`config.mk`:
```
export PLATFORM = sky130hd
export DESIGN_NAME = zlib_stored_block_framer
export DESIGN_NICKNAME = d
export VERILOG_FILES = /design/src/hdl/zsbf_pkg.sv /design/src/hdl/zsbf_front.sv /design/src/hdl/zsbf_queue.sv /design/src/hdl/zsbf_back.sv /design/src/hdl/zlib_stored_block_framer.sv
export SDC_FILE = /design/constraint.sdc
export NUM_CORES = 1
export LEC_CHECK = 0
export ABC_AREA = 0
export BUFFER_PORTS_ARGS = -buffer_cell sky130_fd_sc_hd__buf_2
export CORE_UTILIZATION = 45
export DETAILED_ROUTE_END_ITERATION = 8
export SYNTH_ARGS = -nofsm -noshare
export SYNTH_HDL_FRONTEND = slang
export SYNTH_HIERARCHICAL = 1
export SYNTH_SLANG_ARGS = --single-unit
```
`constraint.sdc`:
```
create_clock -name clk -period 17.4 [get_ports clk]
set_clock_uncertainty 0.15 [all_clocks]
set_input_delay 2.61 -clock clk [delete_from_list [all_inputs] [get_ports clk]]
set_output_delay 2.61 -clock clk [all_outputs]
set_load 0.005 [all_outputs]
```
`src/hdl/zsbf_pkg.sv`:
```
// Shared types and constants for the zlib stored-block framer.
`default_nettype none
package zsbf_pkg;

	localparam int unsigned QueueDepthDefault = 4;

	localparam logic [7:0]  ZlibCmf     = 8'h78;
	localparam logic [7:0]  ZlibFlg     = 8'h01;
	localparam logic [16:0] AdlerMod    = 17'd65521;
	localparam logic [15:0] BlockMax    = 16'hFFFF;

	// serializer phases of one queued entry
	localparam logic [3:0] PH_CMF  = 4'd0;
	localparam logic [3:0] PH_FLG  = 4'd1;
	localparam logic [3:0] PH_FIN  = 4'd2;
	localparam logic [3:0] PH_LENL = 4'd3;
	localparam logic [3:0] PH_LENH = 4'd4;
	localparam logic [3:0] PH_NLL  = 4'd5;
	localparam logic [3:0] PH_NLH  = 4'd6;
	localparam logic [3:0] PH_DATA = 4'd7;
	localparam logic [3:0] PH_SHH  = 4'd8;
	localparam logic [3:0] PH_SHL  = 4'd9;
	localparam logic [3:0] PH_SLH  = 4'd10;
	localparam logic [3:0] PH_SLL  = 4'd11;

	typedef struct packed {
		logic [7:0]  data;
		logic        hdr;
		logic        blk;
		logic        fin;
		logic [15:0] len;
		logic        last;
		logic [15:0] sum_high;
		logic [15:0] sum_low;
	} entry_t;

endpackage
`default_nettype wire

```
`src/hdl/zsbf_front.sv`:
```
// Front end: takes data beats, classifies them and keeps Adler-32 and block state.
`default_nettype none
module zsbf_front (
	input  wire logic            clk,
	input  wire logic            arst_n,
	input  wire logic            in_valid,
	input  wire logic            in_ready,
	input  wire logic [7:0]      data_byte,
	input  wire logic [31:0]     stream_length,
	output zsbf_pkg::entry_t     entry
);

	logic [31:0] bytes_taken_q;
	logic [15:0] block_left_q;
	logic [15:0] sum_low_q;
	logic [15:0] sum_high_q;

	logic [31:0] total;
	logic        gt;
	logic [31:0] diff;
	logic [31:0] remaining;
	logic        fin;
	logic [15:0] len;
	logic        last;
	logic        hdr;
	logic        blk;
	logic [16:0] sl_sum;
	logic [15:0] sl_new;
	logic [16:0] sh_sum;
	logic [15:0] sh_new;
	logic        take;

	assign take      = in_valid && in_ready;
	assign total     = (stream_length == 32'd0) ? 32'd1 : stream_length;
	assign hdr       = (bytes_taken_q == 32'd0);
	assign blk       = (block_left_q == 16'd0);
	assign gt        = (total > bytes_taken_q);
	assign diff      = total - bytes_taken_q;
	assign remaining = gt ? diff : 32'd1;
	assign fin       = (remaining[31:16] == 16'd0);
	assign len       = fin ? remaining[15:0] : zsbf_pkg::BlockMax;
	assign last      = !gt || (diff == 32'd1);

	assign sl_sum = {1'b0, sum_low_q} + {9'd0, data_byte};
	assign sl_new = (sl_sum >= zsbf_pkg::AdlerMod) ? 16'(sl_sum - zsbf_pkg::AdlerMod)
		: sl_sum[15:0];
	assign sh_sum = {1'b0, sum_high_q} + {1'b0, sl_new};
	assign sh_new = (sh_sum >= zsbf_pkg::AdlerMod) ? 16'(sh_sum - zsbf_pkg::AdlerMod)
		: sh_sum[15:0];

	always_comb begin
		entry.data     = data_byte;
		entry.hdr      = hdr;
		entry.blk      = blk;
		entry.fin      = fin;
		entry.len      = len;
		entry.last     = last;
		entry.sum_high = sh_new;
		entry.sum_low  = sl_new;
	end

	always_ff @(posedge clk or negedge arst_n) begin
		if (!arst_n) begin
			bytes_taken_q <= '0;
			block_left_q  <= '0;
			sum_low_q     <= 16'd1;
			sum_high_q    <= '0;
		end else if (take) begin
			if (last) begin
				bytes_taken_q <= '0;
				block_left_q  <= '0;
				sum_low_q     <= 16'd1;
				sum_high_q    <= '0;
			end else begin
				bytes_taken_q <= bytes_taken_q + 32'd1;
				block_left_q  <= (blk ? len : block_left_q) - 16'd1;
				sum_low_q     <= sl_new;
				sum_high_q    <= sh_new;
			end
		end
	end

endmodule
`default_nettype wire

```
`src/hdl/zsbf_queue.sv`:
```
// Short queue of classified entries between front and back.
`default_nettype none
module zsbf_queue #(
	parameter int unsigned Depth = zsbf_pkg::QueueDepthDefault
) (
	input  wire logic         clk,
	input  wire logic         arst_n,
	input  wire logic         push,
	input  zsbf_pkg::entry_t  push_entry,
	output logic              not_full,
	input  wire logic         pop,
	output logic              not_empty,
	output zsbf_pkg::entry_t  head
);

	localparam int unsigned PtrW = (Depth > 1) ? $clog2(Depth) : 1;
	localparam int unsigned CntW = $clog2(Depth + 1);
	localparam logic [PtrW-1:0] PtrLast = PtrW'(Depth - 1);
	localparam logic [CntW-1:0] CntFull = CntW'(Depth);

	zsbf_pkg::entry_t slot_q [Depth];
	logic [PtrW-1:0]  wr_ptr_q;
	logic [PtrW-1:0]  rd_ptr_q;
	logic [CntW-1:0]  count_q;
	logic             do_push;
	logic             do_pop;

	assign not_full  = (count_q != CntFull);
	assign not_empty = (count_q != '0);
	assign do_push   = push && not_full;
	assign do_pop    = pop && not_empty;
	assign head      = slot_q[rd_ptr_q];

	always_ff @(posedge clk) begin
		if (do_push) begin
			slot_q[wr_ptr_q] <= push_entry;
		end
	end

	always_ff @(posedge clk or negedge arst_n) begin
		if (!arst_n) begin
			wr_ptr_q <= '0;
			rd_ptr_q <= '0;
			count_q  <= '0;
		end else begin
			if (do_push) begin
				wr_ptr_q <= (wr_ptr_q == PtrLast) ? '0 : wr_ptr_q + PtrW'(1);
			end
			if (do_pop) begin
				rd_ptr_q <= (rd_ptr_q == PtrLast) ? '0 : rd_ptr_q + PtrW'(1);
			end
			if (do_push && !do_pop) begin
				count_q <= count_q + CntW'(1);
			end else if (do_pop && !do_push) begin
				count_q <= count_q - CntW'(1);
			end
		end
	end

endmodule
`default_nettype wire

```
`src/hdl/zsbf_back.sv`:
```
// Back end: expands each entry into its output bytes through an output register.
`default_nettype none
module zsbf_back (
	input  wire logic         clk,
	input  wire logic         arst_n,
	input  wire logic         head_valid,
	input  zsbf_pkg::entry_t  head,
	output logic              pop,
	output logic              m_tvalid,
	input  wire logic         m_tready,
	output logic [7:0]        m_tdata,
	output logic              m_tlast,
	output logic              m_tuser
);

	logic       active_q;
	logic [3:0] phase_q;
	logic       valid_q;
	logic [7:0] byte_q;
	logic       last_q;
	logic       end_q;

	logic [3:0] start_phase;
	logic [3:0] cur;
	logic [3:0] nxt;
	logic       at_end;
	logic       load;
	logic [7:0] cur_byte;

	assign start_phase = head.hdr ? zsbf_pkg::PH_CMF
		: (head.blk ? zsbf_pkg::PH_FIN : zsbf_pkg::PH_DATA);
	assign cur    = active_q ? phase_q : start_phase;
	assign at_end = ((cur == zsbf_pkg::PH_DATA) && !head.last) || (cur == zsbf_pkg::PH_SLL);
	assign load   = head_valid && (!valid_q || m_tready);
	assign pop    = load && at_end;

	always_comb begin
		case (cur)
			zsbf_pkg::PH_FLG:  nxt = head.blk ? zsbf_pkg::PH_FIN : zsbf_pkg::PH_DATA;
			default:           nxt = cur + 4'd1;
		endcase
	end

	always_comb begin
		case (cur)
			zsbf_pkg::PH_CMF:  cur_byte = zsbf_pkg::ZlibCmf;
			zsbf_pkg::PH_FLG:  cur_byte = zsbf_pkg::ZlibFlg;
			zsbf_pkg::PH_FIN:  cur_byte = {7'd0, head.fin};
			zsbf_pkg::PH_LENL: cur_byte = head.len[7:0];
			zsbf_pkg::PH_LENH: cur_byte = head.len[15:8];
			zsbf_pkg::PH_NLL:  cur_byte = ~head.len[7:0];
			zsbf_pkg::PH_NLH:  cur_byte = ~head.len[15:8];
			zsbf_pkg::PH_DATA: cur_byte = head.data;
			zsbf_pkg::PH_SHH:  cur_byte = head.sum_high[15:8];
			zsbf_pkg::PH_SHL:  cur_byte = head.sum_high[7:0];
			zsbf_pkg::PH_SLH:  cur_byte = head.sum_low[15:8];
			zsbf_pkg::PH_SLL:  cur_byte = head.sum_low[7:0];
			default:           cur_byte = head.data;
		endcase
	end

	always_ff @(posedge clk) begin
		if (load) begin
			byte_q <= cur_byte;
			last_q <= at_end;
			end_q  <= (cur == zsbf_pkg::PH_SLL);
		end
	end

	always_ff @(posedge clk or negedge arst_n) begin
		if (!arst_n) begin
			active_q <= 1'b0;
			phase_q  <= zsbf_pkg::PH_CMF;
			valid_q  <= 1'b0;
		end else begin
			if (load) begin
				valid_q  <= 1'b1;
				active_q <= !at_end;
				phase_q  <= nxt;
			end else if (m_tready) begin
				valid_q <= 1'b0;
			end
		end
	end

	assign m_tvalid = valid_q;
	assign m_tdata  = byte_q;
	assign m_tlast  = last_q;
	assign m_tuser  = end_q;

endmodule
`default_nettype wire

```
`src/hdl/zlib_stored_block_framer.sv`:
```
// Top level of the zlib stored-block framer.
//
// Data bytes enter on s_tvalid/s_tready/s_tdata; zlib output leaves on
// m_tvalid/m_tready/m_tdata, with m_tlast on the last output beat caused by
// an input beat and m_tuser on the final Adler-32 byte of the stream.
// stream_length is written over APB at address 0; the user must write it
// only while the block is idle; the block does not enforce it. The first
// input beat of a stream yields 78 01, the stored-block header, the data
// byte; a beat that opens a block yields the 5-byte block header first;
// the last beat is followed by the 4-byte Adler-32, big-endian.
// Throughput: one output byte per cycle while the receiver is ready, so
// plain data beats flow at one per cycle; a beat with more than one output
// byte holds the output while the entry queue (QueueDepth entries) keeps
// taking input until it fills. Reset clears the queue, the output register
// and the stream state, and sets stream_length to 1. A stalled receiver
// holds the current output beat; s_tready drops once the queue is full.
`default_nettype none
module zlib_stored_block_framer #(
	parameter int unsigned QueueDepth = zsbf_pkg::QueueDepthDefault
) (
	input  wire logic        clk,
	input  wire logic        arst_n,
	input  wire logic        s_tvalid,
	output logic             s_tready,
	input  wire logic [7:0]  s_tdata,   // [7:0] data_byte
	output logic             m_tvalid,
	input  wire logic        m_tready,
	output logic [7:0]       m_tdata,   // [7:0] out_byte
	output logic             m_tlast,   // run_last
	output logic             m_tuser,   // [0] stream_end
	input  wire logic        psel,
	input  wire logic        penable,
	input  wire logic        pwrite,
	input  wire logic [2:0]  paddr,
	input  wire logic [31:0] pwdata,
	output logic [31:0]      prdata,
	output logic             pready
);

	logic [31:0]      stream_length_q;
	zsbf_pkg::entry_t front_entry;
	zsbf_pkg::entry_t head;
	logic             q_not_full;
	logic             q_not_empty;
	logic             pop;

	assign pready   = 1'b1;
	assign prdata   = (paddr[2] == 1'b0) ? stream_length_q : 32'd0;
	assign s_tready = q_not_full;

	always_ff @(posedge clk or negedge arst_n) begin
		if (!arst_n) begin
			stream_length_q <= 32'd1;
		end else if (psel && penable && pwrite && (paddr[2] == 1'b0)) begin
			stream_length_q <= pwdata;
		end
	end

	zsbf_front u_front (
		.clk           (clk),
		.arst_n        (arst_n),
		.in_valid      (s_tvalid),
		.in_ready      (q_not_full),
		.data_byte     (s_tdata),
		.stream_length (stream_length_q),
		.entry         (front_entry)
	);

	zsbf_queue #(
		.Depth (QueueDepth)
	) u_queue (
		.clk        (clk),
		.arst_n     (arst_n),
		.push       (s_tvalid),
		.push_entry (front_entry),
		.not_full   (q_not_full),
		.pop        (pop),
		.not_empty  (q_not_empty),
		.head       (head)
	);

	zsbf_back u_back (
		.clk        (clk),
		.arst_n     (arst_n),
		.head_valid (q_not_empty),
		.head       (head),
		.pop        (pop),
		.m_tvalid   (m_tvalid),
		.m_tready   (m_tready),
		.m_tdata    (m_tdata),
		.m_tlast    (m_tlast),
		.m_tuser    (m_tuser)
	);

endmodule
`default_nettype wire

```
After elaboration in Yosys (flattened, before gate mapping)
Memories as Yosys holds them, arrays and structs flattened.
Index checks and enable logic that the tools add are counted.
- flip-flop bits (word level): 135
- latch bits: 0
- RAM bits: 240
- bits in read-only memories: 0
- input port bits: 50
- output and inout port bits: 45
- logic and storage cells: 99
- memories: 1
- add/sub/neg operators: 12
- multiply operators: 0
- div/mod/pow operators: 0
- $lt $le $gt $ge: 3
- equality and inequality tests: 15
- shifts and indexed selects: 0
- multiplexer cells: 24
- bitwise logic cells: 3
- reductions and logical operators: 27
- memory list (name ; words ; width ; read ports ; clocked after Yosys merged registers in ; write ports ; line ; RTL):
    u_queue.slot_q ; 4 ; 60 ; 1 ; 0 ; 1 ; zsbf_queue.sv:21 ; zsbf_pkg::entry_t slot_q [Depth];
- operators by type and width (kind ; count):
    $mux W32 ; 4
    $mux W16 ; 7
    $pmux W8 S11 ; 1
    $logic_not A32 Y1 ; 2
    $ge A17 B16 Y1 const B ; 2
    $add A32 B1 Y32 const B ; 1
    $eq A32 B1 Y1 const B ; 1
    $gt A32 B32 Y1 ; 1
    $logic_not A16 Y1 ; 2
    $sub A16 B16 Y16 const B ; 2
    $sub A32 B32 Y32 ; 1
    $add A16 B16 Y17 ; 1
    $add A16 B8 Y17 ; 1
    $eq A4 B3 Y1 const B ; 4
    $eq A4 B4 Y1 const B ; 4
    $not A8 Y8 ; 2
    $sub A16 B1 Y16 const B ; 1
    $mux W3 ; 4
    $logic_and A1 B1 Y1 ; 10
    $eq A4 B2 Y1 const B ; 2
    $mux W4 ; 2
    $logic_not A1 Y1 ; 6
    $add A2 B1 Y2 const B ; 2
    $add A4 B1 Y4 const B ; 1
    other kinds (12) ; 20

Logic depth before layout (Yosys ltp)
Gate-level depths: netlist of run 1.
An unclocked memory read counts as a cell.
- word-level depth: 12
- depth in mapped cells: 27
- depth with buffers taken out: 26

Modules after synthesis
Netlist of run 1, hierarchy kept.
- modules (own cells, without submodules) (module ; instances ; cells each ; area an instance (µm²) ; seq. area each (µm²)):
    zsbf_queue ; 1 ; 350 ; 9081.2 ; 7382.1
    zsbf_front ; 1 ; 1212 ; 9007.4 ; 2003.2
    zlib_stored_block_framer ; 1 ; 105 ; 1555.2 ; 802.0
    zsbf_back ; 1 ; 165 ; 1378.8 ; 450.4

Worst setup path before layout of run 1
Ideal clock, no wire load.
- kind: input port to flip-flop
- start: input port s_tdata[0]
- end: register u_front.sum_high_q[5]
- library setup time: 0.066 ns
- arrival time: 8.577 ns
- data required time: 17.184 ns
- setup slack: 8.607 ns
- cell stages on the path: 26
- buffers on the path: 1
- cell sequence: ha_1 > inv_1 > fa_1 > nor2b_1 > o21ai_0 > nor2b_1 > xnor2_1 > o211ai_1 > or4_1 > o41ai_4 > a21boi_0 > xor2_1 > ha_1 > clkbuf_1 > or4_1 > nor3_1 > o31ai_1 > o41a_1 > xnor2_1 > nor4bb_1 > o2111ai_1 > nand2_1 > nand2_1 > mux2i_1 > xor2_1 > a22o_1
- RTL lines (item ; line ; RTL):
    from (decl) ; zlib_stored_block_framer.sv:25 ; input wire logic [7:0] s_tdata,
    to (signal assigned) ; zsbf_front.sv:78 ; sum_high_q <= sh_new;
    to (decl) ; zsbf_front.sv:16 ; logic [15:0] sum_high_q;

==> metrics.md, run 1 <==
| Metric | Value |
|---|---|
| Outcome | `complete, no violations` |
| Commonest non-fill, non-tap cell in the layout | `edfxtp_1` |
| Die Ht | `approximately 220 um` |
| PD cells | `roughly 180 nW/um^2` |
| CTS tree | `yes` |
| Drt via density | `5.93` |
| Setup TNS | `0 ns` |
| Number of remaining DRC errors | `0` |
| Synth Cell Area | `~21000 um^2` |
| Clk root buf | `clkbuf_16` |
| RSZ-0062 raised after global routing | `false` |
| Multi-input gate area | `approximately 9500 um^2` |
| # fillers | `4015` |
| Nets | `approximately 2000` |
| Initial Util | `0.459` |
| Setup Viol. Count Final | `0` |
| CTS max path bufs | `3` |
| P&R area growth vs syn | `10.1%` |
| Crit path kind | `in -> reg` |
| Port bufs | `91` |
| First-pass GRT wire length | `81.3 mm` |
| # IOs | `95` |
| Warnings, synthesis | `6` |
| Final Util | `0.506` |
| Post-CTS sizing | `0` |
| DRT Wirelength | `52.4 mm` |
| Num CTS Buffers | `41` |
| Congestion Overflow GR | `0` |
| Core area | `45800 um^2` |
| Share of cells above drive strength 1 | `0.162` |
| Worst setup SP type | `primary input` |
| Worst vdd ir | `slightly above 0.0002 V` |
| Final min period | `9.76 ns` |
| Crit. End Element | `flip-flop` |
| Largest area contributor in the netlist | `edfxtp_1` |
| Hold-fix buffers at CTS | `0` |
| Register area share after synthesis | `0.506` |
| Die W | `218 um` |
| Ys async rst share | `0.333` |
| Row cnt | `78` |
| Hold_ws | `0.309 ns` |
| Hold Crit Class | `reg -> reg` |
| Top achievable clock speed | `around 100 MHz` |
| Worst Path Arrival | `10.11 ns` |
| Global Route Usage Sum | `0.222` |
| Post-CTS setup buffers | `0` |
| Clock-pin slew on the worst setup and hold paths | `0.06 ns` |
| WP data required | `approximately 18 ns` |
| Final Cycle Share | `0.561` |
| Gate count of the mapped netlist | `1832` |
| Max-slew headroom | `0.286` |
| Largest net degree at the start of global routing | `70` |
| Antenna Nets Post-Route | `0` |
| H-tree levels | `2` |
| Worst-margin pin slew | `1.06 ns` |
| Library cells used by synthesis | `99` |
| Via count | `between 10000 and 15000` |
| Synthesized Nets | `1961` |
| Leakage power | `about 0.0088 uW` |
| Most frequent cells in the layout | `250 x edfxtp_1, 137 x nand2_1, 124 x nor2_1` |
| First-pass DRT Iterations | `5` |
| EDFF count, synth | `between 200 and 300` |
| Top cells by area, synth | `edfxtp_1 36%, dfrtp_1 15%, mux4_2 6.4%` |
| Fin. max-slew vios | `0` |
| Vias in the first global route | `14170` |
| Fin. Hold Viols | `0` |
| Post-synthesis sequential element count | `375` |
| DR WL/cell | `21.0 um` |
| 1st-iter DRT viols | `1536` |
| Clock latency on the worst-skew pair | `around 0.57 ns` |
| Worst Path Max Fanout | `9` |
| Ys flop type | `edfxtp_1` |
| Post-synth top area share | `0.357` |
| FF+latch area | `10600 um^2` |
| DP HPWL | `36.2 mm` |
| CTS sink count | `375` |
| Die ar. | `around 48000 um^2` |
| Initial antenna violation count | `1` |
| Max-cap violations | `0` |
| GPL Wtd Cong | `0.890` |
| Synth Area per Inst | `11.5 um^2` |
-- sequential cells by signal, summed over array words and instances, names as in the netlist, 3 cells and up --
| signal | cells |
|---|---|
| u_front/sum_high_q | 16 |
| u_back/phase_q | 4 |
| stream_length_q | 32 |
| u_front/sum_low_q | 16 |
| u_queue/count_q | 3 |
| u_front/block_left_q | 16 |
| u_back/m_tdata | 8 |
| u_front/bytes_taken_q | 32 |
| u_queue/slot_q | 240 |
-- per-layer routing --
layer	GRT usage	wire length [um]	vias up
li1	-	-	6893
met1	0.328	24900	7351
met2	0.343	23500	468
met3	0.0299	3030	67
met4	0.0548	1000	0
met5	0	0	-
-- cell usage after synthesis (8+ instances only) --
master     instances
edfxtp_1         250
nand2_1          138
nor2_1           126
dfrtp_1          123
a21oi_1           93
o21ai_0           88
clkbuf_1          84
inv_1             77
ha_1              75
xnor2_1           65
mux4_2            60
nor3_1            52
nor2b_1           48
nand3_1           44
mux2_4            32
xor2_1            32
nand4_1           30
nor4_1            24
a22o_1            20
a31oi_1           20
a21o_1            19
buf_4             19
a22oi_1           17
buf_2             16
and3_1            15
o31ai_1           15
and2_1            14
mux2i_1           14
nand2b_1          13
o21a_1            13
or4_1             12
or3_1             11
o211ai_1           9
a211oi_1           8
a221oi_1           8
and4_1             8
o2111ai_1          8
-- worst max-delay path: stages --
cell,delay (ns)
buf_2,0.15
ha_1,0.18
inv_1,0.06
fa_1,0.41
nor2b_1,0.16
o21ai_0,0.12
a21oi_1,0.33
o211ai_1,0.17
xor2_1,0.19
or4_1,0.59
o41ai_4,0.58
a21boi_0,0.28
xor2_1,0.56
ha_1,0.44
o21ai_0,0.45
o2bb2ai_1,0.24
o31ai_1,0.14
o41a_1,0.36
xnor2_1,0.19
nor4bb_1,0.41
o2111ai_1,0.17
nand2_1,0.25
and2_1,0.20
nand2_1,0.07
xor2_1,0.57
a22o_1,0.23
-- kinds of logic (layout without fill, tap and decap cells) --
kind of cell | count (synthesis) | in the layout | share of synthesized area
AO/OA/AOI/OAI | 385 | 385 | 0.123
adder cells (fa/ha/maj) | 80 | 80 | 0.0489
XOR/XNOR | 97 | 97 | 0.0404
other | 1 | 4 | 0.000178
flip-flops | 375 | 375 | 0.506
AND/OR/NAND/NOR | 580 | 580 | 0.142
buffers and inverters | 203 | 259 | 0.0424
multiplexers | 111 | 111 | 0.0965
-- where the power goes --
group	switching (uW)	internal (uW)
Sequential	148	1310
Combinational	1120	680
Clock	362	535
-- worst paths after layout --
path                                               end  slack [ns]                 start  depth (start not counted)
worst max-delay path            u_front/sum_high_q[12]        7.64            s_tdata[0]                         26
worst min-delay path              u_front/sum_low_q[0]        0.31  u_front/sum_low_q[0]                          2
worst max register to register  u_front/sum_high_q[12]        9.33  u_front/sum_low_q[0]                         25
worst min register to register    u_front/sum_low_q[0]        0.31  u_front/sum_low_q[0]                          2
max in group asynchronous         u_front/sum_low_q[1]       13.85                arst_n                          2
min in group asynchronous          u_queue/wr_ptr_q[0]        1.87                arst_n                          1
-- final cells by class --
type | count | share of cell area
Clock buffer | 58 | 0.0493
Inverter | 78 | 0.0126
Multi-Input combinational cell | 1254 | 0.411
Tap cell | 600 | 0.0324
Clock inverter | 18 | 0.0105
Timing Repair Buffer | 105 | 0.0245
Antenna cell | 3 | 0.000324
Sequential cell | 375 | 0.460
-- per-stage QoR --
stage               instance area, um^2  setup slack, ns  cells  total power [uW]
floorplan                         21000             8.61   1832              2740
global placement                  21800             7.22   2412              3220
detailed placement                21800             7.18   2412              3260
CTS                               23100             7.73   2488              4170
global route                      23100             7.15   2489              4400
finish                            23100             7.64   2491              4150
No activity file was read; power rests on OpenSTA's default activity.
==> run 2: changes to the inputs <==
==> constraint.sdc (replaced) <==
create_clock -name clk -period 9.7 [get_ports clk]
set_clock_uncertainty 0.15 [all_clocks]
set_input_delay 1.455 -clock clk [delete_from_list [all_inputs] [get_ports clk]]
set_output_delay 1.455 -clock clk [all_outputs]
set_load 0.005 [all_outputs]
==> run 2 against run 1 <==
Compared with the run above:
- sequential power is 79% higher
- power increased by 80%
- final cell count about the same
- non-clock buffer count rose by 5
- combinational power increased by 81%
- register-to-register slack lost 7.7 ns
- global-route usage up 0.19 points
- hold slack better by 0.00061 ns
- clock power is 78% higher
- routed wire length up 0.27%
- critical endpoint is now u_queue/slot_q[3][28]
- clock-buffer cell count shrank 3
==> metrics.md, run 2 (synthesized netlist as in run 1, its figures left out) <==
| Metric | Value |
|---|---|
| Outcome | `complete, no violations (unchanged)` |
| Largest net degree at the start of global routing | `74 (was 70)` |
| Share of cells above drive strength 1 | `0.168 (was 0.162)` |
| Core area | `45800 um^2 (unchanged)` |
| Drt via density | `5.93 (about the same)` |
| WP data required | `9.81 ns (was 17.74 ns)` |
| Most frequent cells in the layout | `250 x edfxtp_1, 137 x nand2_1, 124 x nor2_1 (unchanged)` |
| CTS sink count | `375 (unchanged)` |
| First-pass DRT Iterations | `5 (unchanged)` |
| Initial Util | `0.459 (unchanged)` |
| Leakage power | `0.00885 uW (was 0.00881 uW)` |
| DR WL/cell | `21.1 um (was 21.0 um)` |
| First-pass GRT wire length | `82.0 mm (was 81.3 mm)` |
| Die W | `218 um (unchanged)` |
| DP HPWL | `36.6 mm (was 36.2 mm)` |
| H-tree levels | `2 (unchanged)` |
| # IOs | `95 (unchanged)` |
| Top achievable clock speed | `115 MHz` |
| Via count | `14777 (was 14779)` |
| Worst Path Arrival | `8.78 ns (was 10.11 ns)` |
| Port bufs | `91 (unchanged)` |
| Setup TNS | `0 ns (unchanged)` |
| Largest reg by FF count | `u_queue/slot_q (unchanged)` |
| Fin. max-slew vios | `0 (unchanged)` |
| Number of remaining DRC errors | `0 (unchanged)` |
| DRT Wirelength | `52.6 mm (was 52.4 mm)` |
| Max-slew headroom | `0.282 (was 0.286)` |
| Hold_ws | `0.309 ns (about the same)` |
| Hold Crit Class | `reg -> reg (unchanged)` |
| Row cnt | `78 (unchanged)` |
| Clock-pin slew on the worst setup and hold paths | `0.06 ns (about the same)` |
| Num CTS Buffers | `41 (unchanged)` |
| Crit path kind | `in -> reg (unchanged)` |
| Fin. Hold Viols | `0 (unchanged)` |
| ANT cells | `0 (was 3)` |
| Clk root buf | `clkbuf_16 (unchanged)` |
| Final Cycle Share | `0.894` |
| Post-CTS sizing | `0 (unchanged)` |
| Nets | `1989 (was 1984)` |
| Worst-margin pin slew | `1.07 ns (was 1.06 ns)` |
| Antenna Nets Post-Route | `0 (unchanged)` |
| Commonest non-fill, non-tap cell in the layout | `edfxtp_1 (unchanged)` |
| Design Power | `7470 uW (was 4150 uW)` |
| Max reg flops | `240 (unchanged)` |
| Cell area after layout | `23200 um^2 (was 23100 um^2)` |
| Vias in the first global route | `14331 (was 14170)` |
| RSZ-0062 raised after global routing | `false (unchanged)` |
| Setup Viol. Count Final | `0 (unchanged)` |
| Worst setup SP type | `primary input (unchanged)` |
| Initial antenna violation count | `2 (was 1)` |
| Clock latency on the worst-skew pair | `0.57 ns (about the same)` |
| Dpl cell area | `21800 um^2 (about the same)` |
| Die Ht | `218 um (unchanged)` |
| CTS max path bufs | `3 (unchanged)` |
| Crit. End Element | `flip-flop (unchanged)` |
| P&R area growth vs syn | `10.4% (was 10.1%)` |
| Hold-fix buffers at CTS | `0 (unchanged)` |
| Worst vdd ir | `0.000274 V (was 0.000203 V)` |
| Congestion Overflow GR | `0 (unchanged)` |
| PD cells | `322 nW/um^2 (was 179 nW/um^2)` |
| Largest registers | `u_queue/slot_q x240, stream_length_q x32, u_front/bytes_taken_q x32 (unchanged)` |
| Post-CTS setup buffers | `0 (unchanged)` |
| Worst Path Max Fanout | `9 (unchanged)` |
| Final Util | `0.507 (was 0.506)` |
| Final min period | `8.67 ns` |
| GPL Wtd Cong | `0.895 (was 0.890)` |
| Global Route Usage Sum | `0.224 (was 0.222)` |
| CTS tree | `yes (unchanged)` |
| Die ar. | `47600 um^2 (unchanged)` |
| Max-cap violations | `0 (unchanged)` |
| 1st-iter DRT viols | `1106 (was 1536)` |
## run 2: metal layers
metal  wire length (um)  track usage
met5                 13            0
met4               1030       0.0564
met3               2910       0.0338
met2              23700        0.347
met1              24900        0.327
## run 2: per-stage QoR
step / setup slack (ns) / cells
CTS: 1.20 / 2493
global placement: 0.828 / 2417
global route: 0.532 / 2493
finish: 1.03 / 2493
floorplan: 2.06 / 1832
detailed placement: 0.664 / 2417
## run 2: final timing paths
path | startpoint | endpoint | slack, ns | cells after the start
max | s_tdata[0] | u_queue/slot_q[3][28] | 1.03 | 25
min | u_front/sum_low_q[0] | u_front/sum_low_q[0] | 0.31 | 2
max reg2reg | u_front/sum_low_q[0] | u_queue/slot_q[3][28] | 1.62 | 24
min reg2reg | u_front/sum_low_q[0] | u_front/sum_low_q[0] | 0.31 | 2
max in group asynchronous | arst_n | stream_length_q[1] | 7.28 | 2
min in group asynchronous | arst_n | u_queue/wr_ptr_q[1] | 0.70 | 1
## run 2: cell type report
| class | instances | area, um^2 |
|---|---|---|
| clock buffers | 55 | 1150 |
| clock inverters | 21 | 267 |
| fillers | 3977 | 22600 |
| inverters | 78 | 293 |
| multi-input cells | 1254 | 9510 |
| flip-flops and latches | 375 | 10600 |
| well taps | 600 | 751 |
| repair buffers | 110 | 604 |
## run 2: report_power, final
| part | switching (uW) | internal (uW) | leakage (uW) | total [uW] |
|---|---|---|---|---|
| Clock | 651 | 949 | 0.000680 | 1600 |
| Sequential | 265 | 2350 | 0.00391 | 2610 |
| Combinational | 2010 | 1250 | 0.00426 | 3260 |
## run 2: worst max-delay path: stages
cell	delay (ns)
buf_2	0.20
ha_1	0.21
inv_1	0.06
fa_1	0.41
nor2b_1	0.13
o21ai_0	0.12
nor2b_1	0.17
xnor2_1	0.43
o211ai_1	0.18
or4_1	0.57
o41ai_4	0.63
nand2_1	0.28
xor2_1	0.66
ha_1	0.46
a21o_1	0.25
a211oi_1	0.26
o31a_1	0.21
o2111ai_1	0.13
nor4_1	0.19
nor4bb_1	0.44
o2111ai_1	0.18
nand2_1	0.28
and2_1	0.22
nand2_1	0.07
xor2_1	0.61
